--- src/ppsch_pkg.sv ---
// ----------------------------------------------------------------------------
// ppsch_pkg
// Shared constants and controller/datapath handshake types for the
// preemptive priority scheduler.
// ----------------------------------------------------------------------------
`default_nettype none
package ppsch_pkg;

   localparam int MAX_TASKS = 16;
   localparam int IDX_W     = $clog2(MAX_TASKS);
   localparam int CLK_W     = 24;
   localparam int HALF_W    = 16;
   localparam int BYTE_W    = 8;
   localparam int PH_W      = 3;
   localparam int TOT_W     = 18;
   localparam int SW_W      = 16;

   localparam logic       CMD_LOAD = 1'b0;
   localparam logic       CMD_TICK = 1'b1;
   localparam logic [1:0] STAGE_FIRST  = 2'd0;
   localparam logic [1:0] STAGE_SECOND = 2'd1;

   typedef struct packed {
      logic load;
      logic tick_start;
      logic scan_init;
      logic scan_step;
      logic decide;
   } dp_cmd_type;

   typedef struct packed {
      logic scan_last;
      logic again;
   } dp_status_type;

endpackage
`default_nettype wire

--- src/ppsch_ctrl.sv ---
// ----------------------------------------------------------------------------
// ppsch_ctrl
// Sequencer: accept a request; for a tick, scan the task table, decide, present the result.
// ----------------------------------------------------------------------------
`default_nettype none
module ppsch_ctrl
   import ppsch_pkg::*;
(
   input  wire logic          clock,
   input  wire logic          reset,
   input  wire logic          req_valid,
   input  wire logic          req_cmd,
   output logic               req_ready,
   output logic               rsp_valid,
   input  wire logic          rsp_ready,
   input  wire dp_status_type status,
   output dp_cmd_type         cmd
);

   typedef enum logic [3:0] {
      S_IDLE = 4'b0001,
      S_SCAN = 4'b0010,
      S_DEC  = 4'b0100,
      S_OUT  = 4'b1000
   } state_type;

   state_type state_ff, state_in;

   always_comb begin
      state_in  = state_ff;
      cmd       = '0;
      req_ready = 1'b0;
      rsp_valid = 1'b0;
      case (state_ff)
         S_IDLE: begin
            req_ready = 1'b1;
            if (req_valid) begin
               if (req_cmd == CMD_TICK) begin
                  cmd.tick_start = 1'b1;
                  cmd.scan_init  = 1'b1;
                  state_in       = S_SCAN;
               end else begin
                  cmd.load = 1'b1;
               end
            end
         end
         S_SCAN: begin
            cmd.scan_step = 1'b1;
            if (status.scan_last) state_in = S_DEC;
         end
         S_DEC: begin
            cmd.decide = 1'b1;
            if (status.again) begin
               cmd.scan_init = 1'b1;
               state_in      = S_SCAN;
            end else begin
               state_in = S_OUT;
            end
         end
         S_OUT: begin
            rsp_valid = 1'b1;
            if (rsp_ready) state_in = S_IDLE;
         end
         default: state_in = S_IDLE;
      endcase
   end

   always_ff @(posedge clock) begin
      if (reset) state_ff <= S_IDLE;
      else       state_ff <= state_in;
   end

endmodule
`default_nettype wire

--- src/ppsch_dp.sv ---
// ----------------------------------------------------------------------------
// ppsch_dp
// Task table, best-ready scan, burst/IO bookkeeping and result registers.
// ----------------------------------------------------------------------------
`default_nettype none
module ppsch_dp
   import ppsch_pkg::*;
(
   input  wire logic               clock,
   input  wire logic               reset,
   input  wire dp_cmd_type         cmd,
   output dp_status_type           status,
   input  wire logic [BYTE_W-1:0]  req_task_id,
   input  wire logic [BYTE_W-1:0]  req_prio,
   input  wire logic [HALF_W-1:0]  req_arrive_at,
   input  wire logic [HALF_W-1:0]  req_first_burst,
   input  wire logic [HALF_W-1:0]  req_io_len,
   input  wire logic [HALF_W-1:0]  req_second_burst,
   output logic [CLK_W-1:0]        rsp_slot_time,
   output logic                    rsp_busy_res,
   output logic [BYTE_W-1:0]       rsp_run_id,
   output logic                    rsp_finished,
   output logic [BYTE_W-1:0]       rsp_fin_id,
   output logic [CLK_W-1:0]        rsp_completion,
   output logic [CLK_W-1:0]        rsp_turnaround,
   output logic [CLK_W-1:0]        rsp_waiting,
   output logic [CLK_W-1:0]        rsp_response,
   output logic [SW_W-1:0]         rsp_switch_count,
   output logic                    rsp_all_done
);

   logic [MAX_TASKS-1:0] valid_ff;
   logic [PH_W-1:0]      ph_ff   [MAX_TASKS];
   logic [BYTE_W-1:0]    id_ff   [MAX_TASKS];
   logic [BYTE_W-1:0]    prio_ff [MAX_TASKS];
   logic [HALF_W-1:0]    arr_ff  [MAX_TASKS];
   logic [CLK_W-1:0]     rdy_ff  [MAX_TASKS];
   logic [HALF_W-1:0]    left_ff [MAX_TASKS];
   logic [HALF_W-1:0]    io_ff   [MAX_TASKS];
   logic [HALF_W-1:0]    sec_ff  [MAX_TASKS];
   logic [TOT_W-1:0]     tot_ff  [MAX_TASKS];
   logic [CLK_W-1:0]     st_ff   [MAX_TASKS];

   logic [CLK_W-1:0]  now_ff;
   logic              lr_ok_ff;
   logic [IDX_W-1:0]  lr_idx_ff;
   logic [SW_W-1:0]   sw_ff;
   logic              first_ff;
   logic [IDX_W-1:0]  scan_idx_ff;
   logic              best_ok_ff;
   logic [IDX_W-1:0]  best_ff;
   logic [BYTE_W-1:0] bprio_ff;
   logic [BYTE_W-1:0] bid_ff;

   logic [CLK_W-1:0]  slot_time_ff, comp_ff, turn_ff, wait_ff, resp_ff;
   logic              busy_ff, fin_ff;
   logic [BYTE_W-1:0] run_id_ff, fin_id_ff;

   // free slot search
   logic             has_free;
   logic [IDX_W-1:0] free_idx;
   always_comb begin
      has_free = 1'b0;
      free_idx = '0;
      for (int i = MAX_TASKS - 1; i >= 0; i--) begin
         if (!valid_ff[i]) begin
            has_free = 1'b1;
            free_idx = IDX_W'(i);
         end
      end
   end

   // single read port
   logic [IDX_W-1:0]  ra;
   logic              r_valid;
   logic [PH_W-1:0]   r_ph;
   logic [BYTE_W-1:0] r_id, r_prio;
   logic [HALF_W-1:0] r_arr, r_left, r_io, r_sec;
   logic [CLK_W-1:0]  r_rdy, r_st;
   logic [TOT_W-1:0]  r_tot;
   assign ra      = cmd.decide ? best_ff : scan_idx_ff;
   assign r_valid = valid_ff[ra];
   assign r_ph    = ph_ff[ra];
   assign r_id    = id_ff[ra];
   assign r_prio  = prio_ff[ra];
   assign r_arr   = arr_ff[ra];
   assign r_rdy   = rdy_ff[ra];
   assign r_left  = left_ff[ra];
   assign r_io    = io_ff[ra];
   assign r_sec   = sec_ff[ra];
   assign r_tot   = tot_ff[ra];
   assign r_st    = st_ff[ra];

   logic is_ready, is_better;
   assign is_ready  = r_valid && (r_rdy <= now_ff);
   assign is_better = !best_ok_ff || (r_prio < bprio_ff) ||
                      ((r_prio == bprio_ff) && (r_id < bid_ff));

   // decide-cycle arithmetic
   logic [CLK_W-1:0] now_inc, when_c, st_eff, turn_c;
   logic             stage0, zero_left;
   assign now_inc   = now_ff + CLK_W'(1);
   assign zero_left = (r_left == '0);
   assign stage0    = (r_ph[1:0] == STAGE_FIRST);
   assign when_c    = zero_left ? now_ff : now_inc;
   assign st_eff    = r_ph[2] ? r_st : now_ff;
   assign turn_c    = when_c - CLK_W'(r_arr);

   assign status.scan_last = (scan_idx_ff == IDX_W'(MAX_TASKS - 1));
   assign status.again     = best_ok_ff && zero_left && stage0;

   always_ff @(posedge clock) begin
      if (cmd.load && has_free) begin
         ph_ff[free_idx]   <= '0;
         id_ff[free_idx]   <= req_task_id;
         prio_ff[free_idx] <= req_prio;
         arr_ff[free_idx]  <= req_arrive_at;
         rdy_ff[free_idx]  <= CLK_W'(req_arrive_at);
         left_ff[free_idx] <= req_first_burst;
         io_ff[free_idx]   <= req_io_len;
         sec_ff[free_idx]  <= req_second_burst;
         tot_ff[free_idx]  <= TOT_W'(req_first_burst) + TOT_W'(req_io_len)
                              + TOT_W'(req_second_burst);
         st_ff[free_idx]   <= '0;
      end
      if (cmd.decide && best_ok_ff) begin
         if (!r_ph[2]) st_ff[best_ff] <= now_ff;
         if (zero_left) begin
            if (stage0) begin
               ph_ff[best_ff]   <= {1'b1, STAGE_SECOND};
               left_ff[best_ff] <= r_sec;
               rdy_ff[best_ff]  <= now_ff + CLK_W'(r_io);
            end else begin
               ph_ff[best_ff] <= {1'b1, r_ph[1:0]};
            end
         end else if (r_left == HALF_W'(1) && stage0) begin
            ph_ff[best_ff]   <= {1'b1, STAGE_SECOND};
            left_ff[best_ff] <= r_sec;
            rdy_ff[best_ff]  <= now_inc + CLK_W'(r_io);
         end else begin
            ph_ff[best_ff]   <= {1'b1, r_ph[1:0]};
            left_ff[best_ff] <= r_left - HALF_W'(1);
         end
      end
   end

   logic do_finish;
   assign do_finish = best_ok_ff && !stage0 &&
                      (zero_left || (r_left == HALF_W'(1)));

   always_ff @(posedge clock) begin
      if (cmd.tick_start) begin
         slot_time_ff <= now_ff;
         busy_ff      <= 1'b0;
         run_id_ff    <= '0;
         fin_ff       <= 1'b0;
         fin_id_ff    <= '0;
         comp_ff      <= '0;
         turn_ff      <= '0;
         wait_ff      <= '0;
         resp_ff      <= '0;
      end else if (cmd.decide) begin
         if (best_ok_ff && !zero_left) begin
            busy_ff   <= 1'b1;
            run_id_ff <= r_id;
         end
         if (do_finish) begin
            fin_ff    <= 1'b1;
            fin_id_ff <= r_id;
            comp_ff   <= when_c;
            turn_ff   <= turn_c;
            wait_ff   <= turn_c - CLK_W'(r_tot);
            resp_ff   <= st_eff - CLK_W'(r_arr);
         end
      end
      if (cmd.scan_init) begin
         scan_idx_ff <= '0;
         best_ok_ff  <= 1'b0;
      end else if (cmd.scan_step) begin
         scan_idx_ff <= scan_idx_ff + IDX_W'(1);
         if (is_ready && is_better) begin
            best_ok_ff <= 1'b1;
            best_ff    <= scan_idx_ff;
            bprio_ff   <= r_prio;
            bid_ff     <= r_id;
         end
      end
   end

   always_ff @(posedge clock) begin
      if (reset) begin
         valid_ff <= '0;
         now_ff   <= '0;
         lr_ok_ff <= 1'b0;
         sw_ff    <= '0;
         first_ff <= 1'b0;
      end else begin
         if (cmd.load && has_free) valid_ff[free_idx] <= 1'b1;
         if (cmd.tick_start) first_ff <= 1'b1;
         if (cmd.decide) begin
            first_ff <= 1'b0;
            lr_ok_ff <= best_ok_ff && !zero_left && (r_left != HALF_W'(1));
            if (first_ff && lr_ok_ff && (!best_ok_ff || best_ff != lr_idx_ff) &&
                sw_ff != '1)
               sw_ff <= sw_ff + SW_W'(1);
            if (!best_ok_ff) begin
               now_ff <= now_inc;
            end else if (!zero_left) begin
               now_ff <= now_inc;
               if (r_left != HALF_W'(1)) lr_idx_ff <= best_ff;
            end
            if (do_finish) valid_ff[best_ff] <= 1'b0;
         end
      end
   end

   assign rsp_slot_time    = slot_time_ff;
   assign rsp_busy_res     = busy_ff;
   assign rsp_run_id       = run_id_ff;
   assign rsp_finished     = fin_ff;
   assign rsp_fin_id       = fin_id_ff;
   assign rsp_completion   = comp_ff;
   assign rsp_turnaround   = turn_ff;
   assign rsp_waiting      = wait_ff;
   assign rsp_response     = resp_ff;
   assign rsp_switch_count = sw_ff;
   assign rsp_all_done     = ~|valid_ff;

endmodule
`default_nettype wire

--- src/preemptive_priority_scheduler.sv ---
// ----------------------------------------------------------------------------
// preemptive_priority_scheduler
// Preemptive priority scheduler with a sixteen-entry task table.
// ----------------------------------------------------------------------------
// A load transaction (cmd 0) stores a task in the lowest free slot and
// returns nothing. A tick transaction (cmd 1) returns one result after a
// scan of the table, one slot per cycle, followed by a decision step; the
// scan and decision repeat for each task that finishes a zero-length first
// burst in that tick. The block takes a new transaction once the result
// is taken.
`default_nettype none
module preemptive_priority_scheduler
   import ppsch_pkg::*;
(
   input  wire logic              clock,
   input  wire logic              reset,
   input  wire logic              req_valid,
   output logic                   req_ready,
   input  wire logic              req_cmd,
   input  wire logic [BYTE_W-1:0] req_task_id,
   input  wire logic [BYTE_W-1:0] req_prio,
   input  wire logic [HALF_W-1:0] req_arrive_at,
   input  wire logic [HALF_W-1:0] req_first_burst,
   input  wire logic [HALF_W-1:0] req_io_len,
   input  wire logic [HALF_W-1:0] req_second_burst,
   output logic                   rsp_valid,
   input  wire logic              rsp_ready,
   output logic [CLK_W-1:0]       rsp_slot_time,
   output logic                   rsp_busy_res,
   output logic [BYTE_W-1:0]      rsp_run_id,
   output logic                   rsp_finished,
   output logic [BYTE_W-1:0]      rsp_fin_id,
   output logic [CLK_W-1:0]       rsp_completion,
   output logic [CLK_W-1:0]       rsp_turnaround,
   output logic [CLK_W-1:0]       rsp_waiting,
   output logic [CLK_W-1:0]       rsp_response,
   output logic [SW_W-1:0]        rsp_switch_count,
   output logic                   rsp_all_done
);

   dp_cmd_type    cmd;
   dp_status_type status;

   ppsch_ctrl u_ctrl (
      .clock     (clock),
      .reset     (reset),
      .req_valid (req_valid),
      .req_cmd   (req_cmd),
      .req_ready (req_ready),
      .rsp_valid (rsp_valid),
      .rsp_ready (rsp_ready),
      .status    (status),
      .cmd       (cmd)
   );

   ppsch_dp u_dp (
      .clock            (clock),
      .reset            (reset),
      .cmd              (cmd),
      .status           (status),
      .req_task_id      (req_task_id),
      .req_prio         (req_prio),
      .req_arrive_at    (req_arrive_at),
      .req_first_burst  (req_first_burst),
      .req_io_len       (req_io_len),
      .req_second_burst (req_second_burst),
      .rsp_slot_time    (rsp_slot_time),
      .rsp_busy_res     (rsp_busy_res),
      .rsp_run_id       (rsp_run_id),
      .rsp_finished     (rsp_finished),
      .rsp_fin_id       (rsp_fin_id),
      .rsp_completion   (rsp_completion),
      .rsp_turnaround   (rsp_turnaround),
      .rsp_waiting      (rsp_waiting),
      .rsp_response     (rsp_response),
      .rsp_switch_count (rsp_switch_count),
      .rsp_all_done     (rsp_all_done)
   );

endmodule
`default_nettype wire

--- config.mk ---
export PLATFORM = sky130hd
export DESIGN_NAME = preemptive_priority_scheduler
export DESIGN_NICKNAME = d
export VERILOG_FILES = /design/src/ppsch_pkg.sv /design/src/ppsch_ctrl.sv /design/src/ppsch_dp.sv /design/src/preemptive_priority_scheduler.sv
export SDC_FILE = /design/constraint.sdc
export NUM_CORES = 2
export LEC_CHECK = 0
export BUFFER_PORTS_ARGS = -buffer_cell sky130_fd_sc_hd__buf_2
export CORE_MARGIN = 4
export CORE_UTILIZATION = 30
export DETAILED_ROUTE_END_ITERATION = 10
export PLACE_DENSITY = 0.47
export SLEW_MARGIN = 40
export SYNTH_ARGS = -nofsm -noshare
export SYNTH_HDL_FRONTEND = slang
export SYNTH_HIERARCHICAL = 1
export SYNTH_SLANG_ARGS = --single-unit
--- constraint.sdc ---
create_clock -name clock -period 9 [get_ports clock]
set_input_delay 1.8 -clock clock [delete_from_list [all_inputs] [get_ports clock]]
set_output_delay 1.8 -clock clock [all_outputs]
set_load 0.05 [all_outputs]
# Yosys cells after proc, flatten, opt, wreduce, memory -nomap -nowiden
# Memory sizes are Yosys's and may differ from the RTL's.
# Cells that the tools add are included.
dict set report word_totals {
  ff_bits 229
  ram_bits 2384
  in_bits 85
  out_inout_bits 157
  elab_cells 217
  memories 10
}
dict set report op_classes {
  n_addsub 11
  order_cmp 8
  n_eq_ne 14
  mux 101
  bitwise_logic 12
  reduce_logical 40
}
# memory words word_bits rd rd_ports_with_merged_regs wr line_no
set memory_table {}
lappend memory_table {u_dp.rdy_ff 16 24 1 0 1 ppsch_dp.sv:37} ;# logic [CLK_W-1:0] rdy_ff [MAX_TASKS];
lappend memory_table {u_dp.st_ff 16 24 1 0 1 ppsch_dp.sv:42} ;# logic [CLK_W-1:0] st_ff [MAX_TASKS];
lappend memory_table {u_dp.tot_ff 16 18 1 0 1 ppsch_dp.sv:41} ;# logic [TOT_W-1:0] tot_ff [MAX_TASKS];
lappend memory_table {u_dp.arr_ff 16 16 1 0 1 ppsch_dp.sv:36} ;# logic [HALF_W-1:0] arr_ff [MAX_TASKS];
lappend memory_table {u_dp.io_ff 16 16 1 0 1 ppsch_dp.sv:39} ;# logic [HALF_W-1:0] io_ff [MAX_TASKS];
lappend memory_table {u_dp.left_ff 16 16 1 0 1 ppsch_dp.sv:38} ;# logic [HALF_W-1:0] left_ff [MAX_TASKS];
lappend memory_table {{4 more memories} n/a n/a n/a n/a n/a n/a}
# operator count
set ops {}
lappend ops {{two-way mux 24 bit} 6}
lappend ops {{two-way mux 16 bit} 7}
lappend ops {{two-way mux 4 bit} 26}
lappend ops {{two-way mux 1 bit} 50}
lappend ops {{adder 24 x 16 -> 24 bit} 2}
lappend ops {{OR reduction 24 bit} 2}
lappend ops {{subtractor 24 x 16 -> 24 bit} 2}
lappend ops {{OR reduction 16 bit} 2}
lappend ops {{adder 24 x 1 -> 24 bit (second input constant)} 1}
lappend ops {{less-or-equal comparator 24 bit} 1}
lappend ops {{subtractor 24 x 18 -> 24 bit} 1}
lappend ops {{adder 18 x 16 -> 18 bit} 1}
lappend ops {{adder 16 x 16 -> 17 bit} 1}
lappend ops {{logical AND 1 bit} 17}
lappend ops {{adder 16 x 1 -> 16 bit (second input constant)} 1}
lappend ops {{bitwise AND 16 bit} 1}
lappend ops {{equality test 16 x 1 -> 1 bit (second input constant)} 1}
lappend ops {{logical NOT 16 bit} 1}
lappend ops {{less-than comparator 8 bit} 2}
lappend ops {{inequality test 16 x 1 -> 1 bit (second input constant)} 1}
lappend ops {{inequality test 16 bit (second input constant)} 1}
lappend ops {{NOT 16 bit} 1}
lappend ops {{OR 16 bit} 1}
lappend ops {{case mux 4 bit (4 select lines)} 1}
lappend ops {{27 further kinds} 56}

# Depth between registers and ports, before layout
dict set report logic_depth {
  depth_word 26
  depth_mapped 51
  depth_no_buf 39
}

# Modules after synthesis
# The synthesis kept the hierarchy.
# module n_inst cells_each area_per_inst_um2 seq_area_each_um2
set modules_own_cells {}
lappend modules_own_cells {ppsch_dp 1 8559 115983.7 76413.3}
lappend modules_own_cells {ppsch_ctrl 1 25 280.3 80.1}

# Least setup slack after synthesis
# No wires, ideal clock.
dict set report synth_path {
  path_kind {register to register}
  from {register u_ctrl.state_ff[3]}
  to {register u_dp.wait_ff[19], in the netlist u_dp/rsp_waiting[19]}
  setup_time_ps 86
  t_arrival_ps 9749
  t_required_ps 8914
  setup_slack_ps -834
  path_stages_with_launch 49
  path_buffers 18
  synth_period_minus_slack_ps 9834
  cell_sequence {dfxtp_1 > nor4b_4 > buf_6 > mux2_4 > buf_6 > buf_8 > buf_6 > buf_4 > buf_4 > buf_4 > buf_2 > buf_2 > buf_4 > buf_4 > buf_4 > buf_2 > buf_4 > buf_4 > (+13 left out) > a31oi_1 > xnor2_1 > ha_1 > o21ai_0 > a21oi_1 > o21a_1 > o21a_1 > nor2_1 > or2_2 > inv_1 > a31oi_1 > a21oi_1 > o31ai_4 > maj3_2 > a2111oi_4 > a221o_1 > xor2_1 > a211oi_1}
}
# element line_no
set synth_rtl {}
lappend synth_rtl {{start, declared} ppsch_ctrl.sv:27} ;# state_type state_ff, state_in;
lappend synth_rtl {{start signal, assigned} ppsch_ctrl.sv:70} ;# else state_ff <= state_in;
lappend synth_rtl {{end signal, assigned} ppsch_dp.sv:172} ;# wait_ff <= turn_c - CLK_W'(r_tot);
lappend synth_rtl {{end, declared} ppsch_dp.sv:55} ;# logic [CLK_W-1:0] slot_time_ff, comp_ff, turn_ff, wait_ff, resp_ff;

==> results_tabular.tex <==
\begin{tabular}{lr}
\hline
Metric & Value \\
\hline
\multicolumn{2}{l}{\textbf{Synth}} \\
\quad Area share of the leading cell type in the synthesized netlist & a little over three fifths \\
\quad Synth Cell Area & approximately 0.12 sq mm \\
\quad Post-synthesis cell count & 8,584 \\
\quad Proportion of register bits with asynchronous set or reset after synthesis & 0\% \\
\quad Warnings from Yosys & 6 \\
\quad Most instantiated flip-flop cell in the synthesis netlist & sky130\_fd\_sc\_hd\_\_edfxtp\_1 \\
\quad Leading cell types by total area after synthesis & sky130\_fd\_sc\_hd\_\_edfxtp\_1 62\%, sky130\_fd\_sc\_hd\_\_mux4\_2 10\%, sky130\_fd\_sc\_hd\_\_nand2\_1 5.4\% \\
\quad Number of library cell types mapped by synthesis & 114 \\
\quad Sequential element share of the synthesized area & 65.79\% \\
\quad Number of enable flip-flop cells after synthesis & 2,416 \\
\quad Post-synthesis average cell area & approximately 14 sq um \\
\quad Synthesis-stage register bit count & 2,613 \\
\quad Area leader, netlist & sky130\_fd\_sc\_hd\_\_edfxtp\_1 \\
\quad Number of nets produced by synthesis & around 8,800 \\
\multicolumn{2}{l}{\textbf{CTS}} \\
\quad TritonCTS Buffers & 305 \\
\quad CTS tree & built \\
\quad Root Buffer Master & sky130\_fd\_sc\_hd\_\_clkbuf\_16 \\
\quad Number of hold buffers added after CTS & 0 \\
\quad Clock Pin Slew Worst Setup and Hold Paths & 0.06 ns \\
\quad Later-pin clock latency in the skew report & about 0.95 ns \\
\quad Number of buffers between clock root and the deepest sink & 4 \\
\quad TritonCTS sink count & 2,613 \\
\quad Number of H-tree branching levels & 5 \\
\multicolumn{2}{l}{\textbf{Hold path}} \\
\quad Hold Crit Endpoint & u\_dp/ph\_ff[4][2]\$\_SDFFE\_PP1P\_ \\
\quad Tightest Hold Check Type & reg2reg \\
\quad Hold Startpoint & u\_dp/ph\_ff[4][2]\$\_SDFFE\_PP1P\_ \\
\quad Worst hold path depth & 2 \\
\multicolumn{2}{l}{\textbf{Critical path}} \\
\quad CP Launch Type & flop \\
\quad Buffering stage count on the worst path with inverters included & 5 \\
\quad Worst Reg2Reg Path Length in Cells & 36 \\
\quad Crit path capture type & flop \\
\quad Source of the worst register-to-register timing path & u\_ctrl/state\_ff[1]\$\_SDFFE\_PP0P\_ \\
\quad Worst path max stage delay & 0.59 ns \\
\quad Internal reg-to-reg setup slack & 0.35 ns \\
\quad Arrival time of data at the critical path endpoint & 9.25 ns \\
\quad Classification of the worst setup path & reg2reg \\
\quad Worst r2r dst & u\_dp/rdy\_ff[3][21]\$\_SDFFCE\_PN0P\_ \\
\quad Family of cells with the greatest summed delay on the critical path & simple AND/OR/NAND/NOR gates \\
\quad Max Fanout on Critical Path & 37 \\
\quad Cell at the slowest stage of the critical path & sky130\_fd\_sc\_hd\_\_or4\_1 \\
\quad Required time at the endpoint of the critical path & 9.60 ns \\
\multicolumn{2}{l}{\textbf{Power}} \\
\quad Max rail drop VDD & 0.1962 mV \\
\quad Static Leak & 44.82 nW \\
\quad Net switching share of the total power & between 30\% and 40\% \\
\quad Proportion of power drawn by the clock network & 35.4\% \\
\quad Power density relative to cell area & 251.2 mW/mm\^{}2 \\
\quad Net Sw Power & approximately 0.01 W \\
\quad Overall power after layout & 0.03400 W \\
\quad Power Internal & 0.02370 W \\
\quad Share of total power in combinational logic & 24.7\% \\
\quad Fraction of power consumed by sequential logic & 39.8\% \\
\multicolumn{2}{l}{\textbf{Detailed routing}} \\
\quad Iteration-0 DRC count of the detailed router & approximately 8,300 \\
\quad Detailed-routing iteration count for the pre-antenna-repair pass & 8 \\
\quad Via-to-Cell Ratio & roughly 5.3 \\
\quad Final WL & 424,500 um \\
\quad Post-DR wirelength/cell & 29.55 um \\
\quad Antenna Nets Post-Route & 0 \\
\quad DRC violation count after routing & 0 \\
\quad Total number of vias & around 75,000 \\
\multicolumn{2}{l}{\textbf{Die}} \\
\quad Std-Cell Rows & 228 \\
\quad Area inside the core boundary & 0.3860 sq mm \\
\quad Number of ports placed on the die boundary & 242 \\
\quad Chip Height & 630.5 um \\
\quad Overall die width & 630.5 um \\
\quad Die Footprint & 0.3976 sq mm \\
\quad Initial core utilization & between 30\% and 40\% \\
\multicolumn{2}{l}{\textbf{STA}} \\
\quad Setup skew after layout & 0.08732 ns \\
\quad Slew at the pin with the worst max-slew slack & $\sim$0.95 ns \\
\quad Hold Fails Final Rpt & 0 \\
\quad Number of pins with negative max-slew slack in the final report & 0 \\
\quad Share of the cycle needed by the critical path after routing & $\sim$96\% \\
\quad Fin Setup TNS & 0 ns \\
\quad Final Critical Period & 8.649 ns \\
\quad Setup repair after global routing missed its margin & true \\
\quad Final setup violation count & 0 \\
\quad Relative max-transition margin & 36.59\% \\
\quad Max frequency & roughly 120 MHz \\
\multicolumn{2}{l}{\textbf{GRT}} \\
\quad Aggregate global-route resource usage & 20.76\% \\
\quad Largest net degree at the start of global routing & 114 \\
\quad Remaining global-route overflow & 0 \\
\quad Wire length of the first global-routing pass & 588,200 um \\
\quad Number of antenna violations at the first check in global routing & approximately 60 \\
\quad Vias in the first global route & 74,310 \\
\multicolumn{2}{l}{\textbf{Cells and area}} \\
\quad Area of all placed cells without fillers & $\sim$0.14 sq mm \\
\quad Area Growth Syn to Fin & 16.42\% \\
\quad Layout cell share with drive strength beyond 1 & 20.34\% \\
\quad Nets & between 9,000 and 10,000 \\
\quad Utilization after layout & 35.07\% \\
\multicolumn{2}{l}{\textbf{Job}} \\
\quad Number of max-cap violations & 0 \\
\multicolumn{2}{l}{\textbf{Placement}} \\
\quad Post-detailed-placement cell area & 0.1255 sq mm \\
\quad Final RePlAce weighted congestion & 0.9292 \\
\quad I/O Buffers & 241 \\
\quad DP Wirelength & approximately 270,000 um \\
\multicolumn{2}{l}{\textbf{Status}} \\
\quad Run status & complete, no violations \\
\hline
\end{tabular}
[sequential cells by signal, summed over array words and instances (netlist names), 128 cells and up]
| register | cells |
|---|---|
| u_dp/rdy_ff | 384 |
| u_dp/st_ff | 384 |
| u_dp/tot_ff | 288 |
| u_dp/arr_ff | 256 |
| u_dp/io_ff | 256 |
| u_dp/left_ff | 256 |
| u_dp/sec_ff | 256 |
| u_dp/id_ff | 128 |
| u_dp/prio_ff | 128 |
[layer usage]
layer / global-route usage (%) / part of all wire, %
met3: 3.080 / 6.7
met4: 9.617 / 5.3
met2: 33.78 / 47
met5: 0 / 0.034
met1: 27.37 / 41
[cells by family (layout without fill, tap and decap cells)]
kind of cell | after synthesis | in the layout | share of synthesized area (%)
DFF | 2613 | 2613 | 65.79
adders and majority gates | 137 | 137 | 1.598
AOI/OAI and AO/OA | 1273 | 1273 | 6.445
xor gates and xnor gates | 196 | 196 | 1.524
and+or+nand+nor | 2972 | 2972 | 10.75
buffers and inverters | 793 | 1379 | 2.885
other | 0 | 19 | 0
muxes | 600 | 600 | 11.00
[placed cells by master (no fill, tap or decap), drive strengths merged, types with 11 or more instances in the layout]
cell	n
edfxtp	2416
nand2	1662
nor2	750
buf	680
o21ai	596
mux4	536
clkbuf	387
a21oi	276
dfxtp	197
nand3	190
inv	163
xnor2	151
clkinv	132
ha	114
a31oi	114
and3	113
a211oi	66
nor2b	60
xor2	44
mux2	40
nor3	31
nand2b	30
o21bai	28
a21o	27
nand4	25
and2	25
mux2i	24
o22ai	23
fa	20
a22oi	20
nor4	20
diode	19
o21a	17
o211ai	17
or3	15
nor3b	13
bufinv	12
a21boi	11
[per-stage QoR]
step                      setup WS, ns  cells  hold WS, ns
after global placement          0.2618  13780       0.4270
final                           0.3510  14360       0.4399
after CTS                       0.1734  14340       0.4426
after global routing           -0.1237  14360       0.4519
after floorplan               0.003419   8584       0.4029
after detailed placement        0.2030  13790       0.4337
[worst reg2reg max path, delay by kind of cell (launching register included)]
family	cells	cell delay, ns
and+or+nand+nor	12	3.52
AOI/OAI and AO/OA	15	2.29
buffers and inverters	5	0.99
muxes	1	0.46
adders and majority gates	1	0.39
xor gates and xnor gates	2	0.35
DFF	1	0.33
[worst max-delay path by stage]
| stage | slack [ns] | cells after the start | end | startpoint |
|---|---|---|---|---|
| finish | 0.35 | 36 | u_dp/rdy_ff[3][21]$_SDFFCE_PN0P_ | u_ctrl/state_ff[1]$_SDFFE_PP0P_ |
| detailed placement | 0.20 | 39 | u_dp/rsp_waiting[19]$_SDFFE_PP0P_ | u_ctrl/state_ff[0]$_SDFFE_PP1P_ |
| CTS | 0.17 | 39 | u_dp/rsp_waiting[19]$_SDFFE_PP0P_ | u_ctrl/state_ff[0]$_SDFFE_PP1P_ |
| floorplan | 0.003 | 44 | u_dp/rsp_waiting[19]$_SDFFE_PP0P_ | u_ctrl/state_ff[3]$_SDFFE_PP0P_ |
| global placement | 0.26 | 42 | u_dp/rsp_waiting[19]$_SDFFE_PP0P_ | u_ctrl/state_ff[0]$_SDFFE_PP1P_ |
| global route | -0.12 | 34 | u_dp/rsp_response[21]$_SDFFE_PP0P_ | u_ctrl/state_ff[1]$_SDFFE_PP0P_ |
[synth_stat cells, drive strengths merged (23+ instances only)]
library cell,count
dfxtp,197
xor2,44
o22ai,23
nand2,1662
nand3,190
a211oi,66
inv,146
a21oi,276
ha,114
nand2b,30
mux2,40
and2,25
and3,113
a21o,27
clkbuf,421
mux4,536
a31oi,114
o21bai,28
o21ai,596
nor2,750
nor2b,60
edfxtp,2416
buf,221
nor3,31
xnor2,151
nand4,25
mux2i,24
[timing repair]
item / in CTS / in global routing
setup endpoints to repair: 0 / 146
resized for setup: 0 / 15
buffers inserted: 0 / 5
[final cells by class]
type / count / area (sq um)
clock inverters: 162 / 1419
well taps: 5175 / 6475
clock buffers: 387 / 8239
inverters: 150 / 658.1
repair buffers: 680 / 4921
flip-flops and latches: 2613 / 76500
fillers: 37270 / 250600
multi-input cells: 5178 / 37090
diodes: 19 / 47.55
[power by group through the flow]
stage	Sequential [W]	Combinational (W)	Clock [W]
CTS	0.0135	0.00845	0.0123
global placement	0.0138	0.00828	0
detailed placement	0.0138	0.00842	0
finish	0.0135	0.00840	0.0120
global route	0.0135	0.00901	0.0129
floorplan	0.0138	0.00518	0
(Power assumes the default switching activity.)
